## src/hw/rtl/key_debounce_long_press_macros.svh

```systemverilog
// ----------------------------------------------------------------------------
// key_debounce_long_press assertion macros
// Shared concurrent assertion forms, clocked on clk and disabled in reset.
// ----------------------------------------------------------------------------
`ifndef KEY_DEBOUNCE_LONG_PRESS_MACROS_SVH
`define KEY_DEBOUNCE_LONG_PRESS_MACROS_SVH

// same-cycle implication
`define KDLP_ASSERT_IMP(lbl, ante, cons) \
	lbl: assert property (@(posedge clk) disable iff (!arst_n) (ante) |-> (cons)) \
		else $error("key_debounce_long_press: same-cycle check failed");

// next-cycle implication
`define KDLP_ASSERT_NXT(lbl, ante, cons) \
	lbl: assert property (@(posedge clk) disable iff (!arst_n) (ante) |=> (cons)) \
		else $error("key_debounce_long_press: next-cycle check failed");

`endif

```

## src/hw/rtl/kdlp_pkg.sv

```systemverilog
// ----------------------------------------------------------------------------
// kdlp_pkg
// Types and constants shared by the key debounce / long-press block.
// ----------------------------------------------------------------------------
`timescale 1ns / 1ps
`default_nettype none

package kdlp_pkg;

	localparam int NUM_KEYS_DEF    = 4;
	localparam int COUNT_WIDTH_DEF = 16;

	localparam int FIELD_KEYS = 4;
	localparam int CFG_W      = 16;
	localparam int REG_IDX_W  = 1;

	localparam logic [CFG_W-1:0] DEBOUNCE_RST   = 16'd1200;
	localparam logic [CFG_W-1:0] LONG_PRESS_RST = 16'd10000;

	localparam logic [REG_IDX_W-1:0] REG_DEBOUNCE   = 1'b0;
	localparam logic [REG_IDX_W-1:0] REG_LONG_PRESS = 1'b1;

	typedef enum logic [1:0] {
		PH_IDLE    = 2'd0,
		PH_QUAL    = 2'd1,
		PH_PRESSED = 2'd2,
		PH_LONG    = 2'd3
	} phase_t;

	typedef struct packed {
		phase_t phase;
		logic   pending;
		logic   press_hit;
		logic   long_hit;
	} lane_res_t;

endpackage

`default_nettype wire

```

## src/hw/rtl/kdlp_lane.sv

```systemverilog
// ----------------------------------------------------------------------------
// kdlp_lane
// Per-key phase tracker: phase, saturating tick counter and pending flag.
// ----------------------------------------------------------------------------
`timescale 1ns / 1ps
`default_nettype none

module kdlp_lane import kdlp_pkg::*; #(
	parameter int COUNT_WIDTH = COUNT_WIDTH_DEF
) (
	input  wire logic             clk,
	input  wire logic             arst_n,
	input  wire logic             step,
	input  wire logic             down,
	input  wire logic             ack,
	input  wire logic [CFG_W-1:0] debounce,
	input  wire logic [CFG_W-1:0] long_press,
	output lane_res_t             res
);

	localparam int CW = (COUNT_WIDTH > CFG_W) ? COUNT_WIDTH : CFG_W;

	phase_t                 phase_q;
	logic [COUNT_WIDTH-1:0] cnt_q;
	logic                   pend_q;

	phase_t                 phase_d;
	logic [COUNT_WIDTH-1:0] cnt_inc;
	logic [CW-1:0]          cnt_ext;
	logic                   pend_d;
	logic                   press_hit;
	logic                   long_hit;
	logic                   clear_new;

	always_comb begin
		cnt_inc   = (cnt_q == '1) ? cnt_q : cnt_q + 1'b1;
		cnt_ext   = CW'(cnt_inc);
		phase_d   = phase_q;
		press_hit = 1'b0;
		long_hit  = 1'b0;
		clear_new = 1'b0;
		if (!down) begin
			phase_d = PH_IDLE;
		end else begin
			case (phase_q)
				PH_IDLE: begin
					phase_d   = PH_QUAL;
					clear_new = 1'b1;
				end
				PH_QUAL: begin
					if (cnt_ext >= CW'(debounce)) begin
						phase_d   = PH_PRESSED;
						press_hit = 1'b1;
					end
				end
				PH_PRESSED: begin
					if (cnt_ext >= CW'(long_press)) begin
						phase_d  = PH_LONG;
						long_hit = 1'b1;
					end
				end
				default: phase_d = phase_q;
			endcase
		end
		pend_d = pend_q & ~ack & ~clear_new;
		if (press_hit || long_hit) begin
			pend_d = 1'b1;
		end
	end

	always_ff @(posedge clk or negedge arst_n) begin
		if (!arst_n) begin
			phase_q <= PH_IDLE;
			cnt_q   <= '0;
			pend_q  <= 1'b0;
		end else if (step) begin
			phase_q <= phase_d;
			cnt_q   <= (phase_d != phase_q) ? '0 : cnt_inc;
			pend_q  <= pend_d;
		end
	end

	assign res.phase     = phase_d;
	assign res.pending   = pend_d;
	assign res.press_hit = press_hit;
	assign res.long_hit  = long_hit;

endmodule

`default_nettype wire

```

## src/hw/rtl/kdlp_merge.sv

```systemverilog
// ----------------------------------------------------------------------------
// kdlp_merge
// Packs the lane results into the output fields and holds the output register.
// ----------------------------------------------------------------------------
`timescale 1ns / 1ps
`default_nettype none

module kdlp_merge import kdlp_pkg::*; #(
	parameter int NUM_KEYS = NUM_KEYS_DEF
) (
	input  wire logic                        clk,
	input  wire logic                        arst_n,
	input  wire logic                        load,
	input  wire logic                        out_ready,
	input  wire lane_res_t [NUM_KEYS-1:0]    lanes,
	output logic                             out_valid,
	output logic [2*FIELD_KEYS-1:0]          key_states,
	output logic [FIELD_KEYS-1:0]            pending_mask,
	output logic [FIELD_KEYS-1:0]            press_events,
	output logic [FIELD_KEYS-1:0]            long_events
);

	logic [2*FIELD_KEYS-1:0] states_d;
	logic [FIELD_KEYS-1:0]   pend_d;
	logic [FIELD_KEYS-1:0]   press_d;
	logic [FIELD_KEYS-1:0]   long_d;

	logic                    valid_q;
	logic [2*FIELD_KEYS-1:0] states_q;
	logic [FIELD_KEYS-1:0]   pend_q;
	logic [FIELD_KEYS-1:0]   press_q;
	logic [FIELD_KEYS-1:0]   long_q;

	for (genvar i = 0; i < FIELD_KEYS; i++) begin : g_pack
		if (i < NUM_KEYS) begin : g_key
			assign states_d[2*i +: 2] = lanes[i].phase;
			assign pend_d[i]          = lanes[i].pending;
			assign press_d[i]         = lanes[i].press_hit;
			assign long_d[i]          = lanes[i].long_hit;
		end else begin : g_none
			assign states_d[2*i +: 2] = 2'b00;
			assign pend_d[i]          = 1'b0;
			assign press_d[i]         = 1'b0;
			assign long_d[i]          = 1'b0;
		end
	end

	always_ff @(posedge clk or negedge arst_n) begin
		if (!arst_n) begin
			valid_q <= 1'b0;
		end else if (load) begin
			valid_q <= 1'b1;
		end else if (out_ready) begin
			valid_q <= 1'b0;
		end
	end

	always_ff @(posedge clk) begin
		if (load) begin
			states_q <= states_d;
			pend_q   <= pend_d;
			press_q  <= press_d;
			long_q   <= long_d;
		end
	end

	assign out_valid    = valid_q;
	assign key_states   = states_q;
	assign pending_mask = pend_q;
	assign press_events = press_q;
	assign long_events  = long_q;

endmodule

`default_nettype wire

```

## src/hw/rtl/key_debounce_long_press.sv

```systemverilog
// ----------------------------------------------------------------------------
// key_debounce_long_press
// Debounce and long-press detection for a bank of active-low keys.
// ----------------------------------------------------------------------------
// Each item is one tick: key levels plus an acknowledge mask. One key lane per
// key advances its phase, tick counter and pending flag in the cycle the item
// is taken, and the merged result is in an output register from the next cycle.
// The block takes one item per clock cycle and keeps doing so while the output
// register is drained in the same cycle. Interval registers are written through
// cfg_wen / cfg_index / cfg_data.
// ----------------------------------------------------------------------------
`timescale 1ns / 1ps
`default_nettype none

module key_debounce_long_press import kdlp_pkg::*; #(
	parameter int NUM_KEYS    = NUM_KEYS_DEF,
	parameter int COUNT_WIDTH = COUNT_WIDTH_DEF
) (
	input  wire logic                 clk,
	input  wire logic                 arst_n,
	input  wire logic                 cfg_wen,
	input  wire logic [REG_IDX_W-1:0] cfg_index,
	input  wire logic [CFG_W-1:0]     cfg_data,
	input  wire logic                 in_valid,
	output logic                      in_ready,
	input  wire logic [FIELD_KEYS-1:0] key_levels,
	input  wire logic [FIELD_KEYS-1:0] ack_mask,
	output logic                      out_valid,
	input  wire logic                 out_ready,
	output logic [2*FIELD_KEYS-1:0]   key_states,
	output logic [FIELD_KEYS-1:0]     pending_mask,
	output logic [FIELD_KEYS-1:0]     press_events,
	output logic [FIELD_KEYS-1:0]     long_events
);

	logic [CFG_W-1:0]         debounce_q;
	logic [CFG_W-1:0]         long_press_q;
	logic                     in_fire;
	lane_res_t [NUM_KEYS-1:0] lane_res;

	always_ff @(posedge clk or negedge arst_n) begin
		if (!arst_n) begin
			debounce_q   <= DEBOUNCE_RST;
			long_press_q <= LONG_PRESS_RST;
		end else if (cfg_wen) begin
			if (cfg_index == REG_DEBOUNCE) begin
				debounce_q <= cfg_data;
			end
			if (cfg_index == REG_LONG_PRESS) begin
				long_press_q <= cfg_data;
			end
		end
	end

	assign in_ready = !out_valid || out_ready;
	assign in_fire  = in_valid && in_ready;

	for (genvar i = 0; i < NUM_KEYS; i++) begin : g_lane
		logic down;
		logic ack;
		if (i < FIELD_KEYS) begin : g_pin
			assign down = ~key_levels[i];
			assign ack  = ack_mask[i];
		end else begin : g_nopin
			assign down = 1'b0;
			assign ack  = 1'b0;
		end
		kdlp_lane #(
			.COUNT_WIDTH (COUNT_WIDTH)
		) u_lane (
			.clk        (clk),
			.arst_n     (arst_n),
			.step       (in_fire),
			.down       (down),
			.ack        (ack),
			.debounce   (debounce_q),
			.long_press (long_press_q),
			.res        (lane_res[i])
		);
	end

	kdlp_merge #(
		.NUM_KEYS (NUM_KEYS)
	) u_merge (
		.clk          (clk),
		.arst_n       (arst_n),
		.load         (in_fire),
		.out_ready    (out_ready),
		.lanes        (lane_res),
		.out_valid    (out_valid),
		.key_states   (key_states),
		.pending_mask (pending_mask),
		.press_events (press_events),
		.long_events  (long_events)
	);

`include "key_debounce_long_press_macros.svh"

	`KDLP_ASSERT_NXT(a_fire_gives_result, in_fire, out_valid)
	`KDLP_ASSERT_IMP(a_events_exclusive, out_valid, (press_events & long_events) == '0)
	`KDLP_ASSERT_IMP(a_event_sets_pending, out_valid,
		((press_events | long_events) & ~pending_mask) == '0)
	`KDLP_ASSERT_IMP(a_press_phase, out_valid && press_events[0],
		key_states[1:0] == PH_PRESSED)

endmodule

`default_nettype wire

```

## config.mk

```make
export PLATFORM = sky130hd
export DESIGN_NAME = key_debounce_long_press
export DESIGN_NICKNAME = d
export VERILOG_FILES = /design/src/hw/rtl/kdlp_pkg.sv /design/src/hw/rtl/kdlp_lane.sv /design/src/hw/rtl/kdlp_merge.sv /design/src/hw/rtl/key_debounce_long_press.sv
export VERILOG_INCLUDE_DIRS = /design/src /design/src/hw/rtl
export SDC_FILE = /design/constraint.sdc
export NUM_CORES = 1
export LEC_CHECK = 0
export BUFFER_PORTS_ARGS = -buffer_cell sky130_fd_sc_hd__buf_2
export CORE_MARGIN = 8
export CORE_UTILIZATION = 30
export CTS_CLUSTER_DIAMETER = 50
export DETAILED_ROUTE_END_ITERATION = 8
export PLACE_DENSITY_LB_ADDON = 0.08
export REMOVE_ABC_BUFFERS = 1
export SYNTH_ARGS = -nofsm -noshare
export SYNTH_HDL_FRONTEND = slang
export SYNTH_SLANG_ARGS = --single-unit
```

## constraint.sdc

```tcl
create_clock -name clk -period 7.4 [get_ports clk]
set_clock_uncertainty 0.05 [all_clocks]
set_input_delay 1.48 -clock clk [delete_from_list [all_inputs] [get_ports clk]]
set_output_delay 1.48 -clock clk [all_outputs]
set_load 0.005 [all_outputs]
```

Word level (Yosys, flattened, before mapping). Index checks and enable logic that the tools add are counted.

Register bits: 129. Input port bits: 30. Output and inout bits: 22. Logic and storage cells: 140.

$add $sub $neg: 4. Order comparisons: 8. Equal/unequal tests: 16. Muxes and demuxes: 62. Bitwise gates (word level): 17. Reduce and logical (&&, ||, !) cells: 14.

Operators by type and width (count): $ge 16x16->1 (8); $mux 16 (8); $add 16x1->16 const B (4); $eq 16x16->1 const B (4); $mux 1 (38); $mux 2 (12); $pmux 2 s3 (4); $not 1->1 (9); $and 1x1->1 (8); $eq 2x1->1 const B (4); $eq 2x2->1 const B (4); $logic_not 2->1 (4); $ne 2x2->1 (4); $logic_or 1x1->1 (5); $reduce_and 2->1 (2); $reduce_bool 2->1 (1); $logic_and 1x1->1 (1); $logic_not 1->1 (1).

Longest topological paths before layout.
Depth in word-level cells: 8. Gate-level depth with buffers: 16. Depth with buffers taken out: 15.

Cells and area by module. Synthesis repeated with hierarchy kept, for this count alone.

Cells, all modules: 1148. Area total of the unflattened synthesis: 10288.6 sq um.

By module, submodules not included: kdlp_lane at g_lane[0].u_lane ... (times used 3, cells each 262, area each 2089.5 sq um, seq. area each 475.5 sq um); kdlp_lane at g_lane[1].u_lane (times used 1, cells each 264, area each 2097.0 sq um, seq. area each 475.5 sq um); key_debounce_long_press (times used 1, cells each 75, area each 1286.2 sq um, seq. area each 812.0 sq um); kdlp_merge (times used 1, cells each 23, area each 636.9 sq um, seq. area each 625.6 sq um).

Least setup slack after synthesis. No wires, ideal clock.

Kind: flip-flop to flip-flop. From: reg g_lane[1].u_lane.cnt_q[4]. To: reg g_lane[1].u_lane.cnt_q[10]. Setup time: 0.120 ns. Arrival: 3.556 ns. Data required time: 7.230 ns. Setup slack: 3.673 ns. Cell stages (with the launch flop): 14. Path buffers: 1. Clock period less this slack: 3.727 ns. Cells stage by stage: dfrtp_1 nand4_2 or4_4 nor3_4 nand4b_4 nor2_1 xor2_1 ha_1 nand2_1 or3_1 o41ai_1 o211ai_1 clkbuf_1 a41o_1.

Longest elaborated chain between the ends: 8. Elaborated cells on any way between the ends: 11. Classes of those cells: add/sub: 1; order compare: 2; eq/ne: 2; mux: 6.

RTL lines: start: declaration (RTL line kdlp_lane.sv:24) `logic [COUNT_WIDTH-1:0] cnt_q;`; start signal: assignment (RTL line kdlp_lane.sv:78) `cnt_q <= (phase_d != phase_q) ? '0 : cnt_inc;`; $add 16x1->16 / $eq 16x16->1 (equally long branches) (RTL line kdlp_lane.sv:36) `cnt_inc = (cnt_q == '1) ? cnt_q : cnt_q + 1'b1;`; $mux 16 (*) (RTL line kdlp_lane.sv:36); $ge 16x16->1, on equally long branches (RTL line kdlp_lane.sv:57, kdlp_lane.sv:51); $mux 2, on equally long branches (RTL line kdlp_lane.sv:57, kdlp_lane.sv:51); $pmux 2 s3 (RTL line kdlp_lane.sv:45) `case (phase_q)`; $mux 2 (RTL line kdlp_lane.sv:42) `if (!down) begin`; $ne 2x2->1 (RTL line kdlp_lane.sv:78); $mux 16 (*) (RTL line kdlp_lane.sv:78).

Every way passes the cells marked *; elsewhere a longest branch is shown, timed or not. A chain may end at the register's enable or synchronous reset.

Worst setup path after layout.
From: reg g_lane[2].u_lane.cnt_q[0]. To: reg g_lane[2].u_lane.cnt_q[0].

Longest elaborated chain between the ends: 8. Elaborated cells on any way between the ends: 11. Classes of those cells: add/sub: 1; order compare: 2; eq/ne: 2; mux: 6.

RTL lines (RTL line): start: declaration (kdlp_lane.sv:24); start signal: assignment (kdlp_lane.sv:78); $add 16x1->16 / $eq 16x16->1 (equally long branches) (kdlp_lane.sv:36); $mux 16 (*) (kdlp_lane.sv:36); $ge 16x16->1, on equally long branches (kdlp_lane.sv:57, kdlp_lane.sv:51); $mux 2, on equally long branches (kdlp_lane.sv:57, kdlp_lane.sv:51); $pmux 2 s3 (kdlp_lane.sv:45); $mux 2 (kdlp_lane.sv:42); $ne 2x2->1 (kdlp_lane.sv:78); $mux 16 (*) (kdlp_lane.sv:78).

Marks and branches as above.

==> qor.csv <==
metric,value,unit
max-slew violations,0,
antenna diode count,0,
# setup viols final,0,
fmax,0.208,GHz
nets,1264,
final hold violation count,0,
proportion of layout cells with a drive suffix above 1,13.4,%
Yosys reg bits,129,
Detailed Routing Iterations Pass 1,7,
vias in the first global route,7778,
"wirelength, routed",28600,um
max-cap violations,0,
critical path type,reg2reg,
number of antenna-violating nets in the routed design,0,
Final Cycle Share,65.1,%
I/O pin cnt,52,
Crit path max-delay family,simple AND/OR/NAND/NOR gates,
Synth Flop Type,dfrtp_1,
CP Buf/Inv Count,0,
"Hold-fix buffers, CTS",0,
Detailed Place HPWL,20900,um
Post-Place Cells,1485,
sw frac,33.5,%
die area,37800,sq um
most frequent cells in the layout,"ha_1 (132), nand2_1 (128), dfrtp_1 (100), o21ai_0 (77), nor2_1 (76)",
Async SR Flop Fraction,84.5,%
status,finished clean,
DRC,0,
worst path cell trace,ha_1 > nand3_1 > nor4_4 > nand2_1 > xnor2_1 > ha_1 > nand2b_1 > a2111oi_0 > o32ai_1 > nor3_1 > a31oi_2 > nor2_1 > a22o_1,
crit path time final,4.82,ns
"Reg clk slew, reported paths",0.06,ns
Core ar.,31500,sq um
DR vias/cell,5.15,
Layout fillers,3239,
Final Non-Filler Cells,1517,
initial antenna violation count,1,
power per cell area,202,nW/um^2
H-tree levels,4,
Starting Density,30.3,%
Skew-Pair Late Insertion Delay,0.43,ns
num rows,65,
Root Buffer,clkbuf_16,
CP arrival,5.13,ns
Post-CTS Resized,0,
Worst VDD drop,0.145,mV
clk sink count,129,
Critical Path Source Type,flop,
cell mode on critical path,ha_1,
GPL Wtd Cong,0.773,
CP Capture Type,flop,
Post-Synthesis Cell Area,9550,sq um
first-pass GRT wire length,45600,um
Post CTS Setup Buffer Count,0,
initial drt markers,363,
Worst Max-Slew Pin Slew,0.863,ns
Crit Path Max Fanout,11,
area grow syn2layout,12.9,%
library cells used by synthesis,68,
Slew HR,41.9,%
cts bufs inserted,17,
Mapped Avg Cell Area,9.02,sq um
combinational power share,24.0,%
WP data required,7.71,ns
P_sw,729,uW
worst hold path class,reg2reg,
Slowest cell on crit path,nor2_1,
Vias,7805,
Total Power,2.18,mW
part of the power in the clock network,37.6,%
"most common cell after layout, fill and taps aside",ha_1,
leakage power,5.06,nW
I/O Buffers,51,
die height,194,um
Placement Setup Slack,2.61,ns
Longest Clk Path Bufs,2,
WL per Instance,18.9,um
RSZ-0062 raised after global routing,false,
CTS tree,built,
Die X,194,um
Setup TNS Final,0,ns
Yosys warning total,0,
pin count of the biggest net entering global routing,43,
sequential-to-total area share from yosys stat,35.0,%
post-layout util,34.3,%
cells after synthesis,1058,
global route total overflow,0,
CP max stage delay,0.74,ns
GRT Util Overall,15.4,%
Seq pwr share,38.5,%
post-route setup slack,2.58,ns
"EDFF count, synth",20,
cell-internal power,1.45,mW
Yosys cell counts, drive strengths merged, types with 3 or more instances:
cell	number	share of area, %
or3	11	0.75
nor3b	3	0.24
dfrtp	100	26
mux2	29	3.4
o31ai	4	0.37
o21ai	77	4.0
nand2	129	5.1
a211o	4	0.37
and3	6	0.39
edfxtp	20	6.3
nor3	26	1.7
ha	132	17
a2bb2oi	3	0.28
o21a	14	1.1
o21bai	4	0.31
dfstp	9	2.5
a211oi	3	0.24
buf	4	0.22
inv	52	2.0
xnor2	22	2.0
or2	7	0.46
a31oi	17	1.2
xor2	14	1.3
nor2	76	3.0
and4	5	0.46
nand4	24	1.6
a41o	8	0.84
nand3	39	2.0
a21o	13	1.0
a22o	17	1.6
clkbuf	30	1.2
nand2b	17	1.1
a21oi	70	3.7
and2	13	0.85
o211ai	8	0.63
a31o	3	0.28
nor2b	11	0.72
o22ai	6	0.39
tightest hold or removal path, stage by stage (launching register included):
cell	delay, ns
dfrtp_1	0.34
nand2_1	0.05
nand2_1	0.05
sequential cells by signal, indices dropped and copies added, names as in the netlist:
signal                 cells
u_merge.press_events       4
g_lane.u_lane.pend_q       4
debounce_q                16
g_lane.u_lane.cnt_q       64
u_merge.pending_mask       4
u_merge.key_states         8
u_merge.long_events        4
g_lane.u_lane.phase_q      8
long_press_q              16
u_merge.out_valid          1
through the flow:
step / cell area, sq um / hold WS [ns]
4_1_cts: 10800 / 0.430
2_1_floorplan: 9410 / 0.397
3_3_place_gp: 10200 / 0.422
3_5_place_dp: 10200 / 0.414
5_1_grt: 10800 / 0.474
6_report: 10800 / 0.432
worst paths after layout:
kind,startpoint,to,slack (ns),cells after the start
max,g_lane[2].u_lane.cnt_q[0],g_lane[2].u_lane.cnt_q[0],2.58,13
min,g_lane[2].u_lane.pend_q,g_lane[2].u_lane.pend_q,0.43,2
max reg2reg,g_lane[2].u_lane.cnt_q[0],g_lane[2].u_lane.cnt_q[0],2.58,13
min reg2reg,g_lane[2].u_lane.pend_q,g_lane[2].u_lane.pend_q,0.43,2
max in group asynchronous,arst_n,debounce_q[5],5.40,2
min in group asynchronous,arst_n,g_lane[0].u_lane.cnt_q[14],0.96,1
layout make-up:
type | instances | area [sq um] | area share [%]
inverters | 53 | 199 | 1.85
clock buffers | 22 | 454 | 4.21
flip-flops and latches | 129 | 3340 | 31.0
multi-input cells | 842 | 5880 | 54.5
repair buffers | 59 | 318 | 2.95
well taps | 402 | 503 | 4.67
clock inverters | 10 | 87.6 | 0.812
power by group through the flow:
stage / Combinational, mW / Clock (mW) / Sequential, mW
2_1_floorplan: 0.344 / 0 / 0.837
3_3_place_gp: 0.523 / 0 / 0.850
3_5_place_dp: 0.527 / 0 / 0.851
4_1_cts: 0.531 / 0.841 / 0.838
5_1_grt: 0.601 / 0.868 / 0.849
6_report: 0.522 / 0.818 / 0.838
per-layer routing:
| layer | GRT usage [%] | vias to the layer above | wire [um] |
|---|---|---|---|
| met2 | 24.9 | 109 | 13000 |
| li1 | - | 3954 | - |
| met4 | 3.71 | 2 | 292 |
| met3 | 2.61 | 17 | 810 |
| met1 | 21.3 | 3723 | 14500 |
| met5 | 0 | - | 13 |
cells by family after synthesis:
logic type | count (synthesis) | synth area share, %
flops | 129 | 35.0
xor+xnor | 36 | 3.30
simple gates | 373 | 19.2
mux | 30 | 3.53
fa+ha+maj | 132 | 17.3
compound gates | 271 | 18.2
buf+inv | 87 | 3.49
Note: power is estimated with default switching activity, not from simulation.
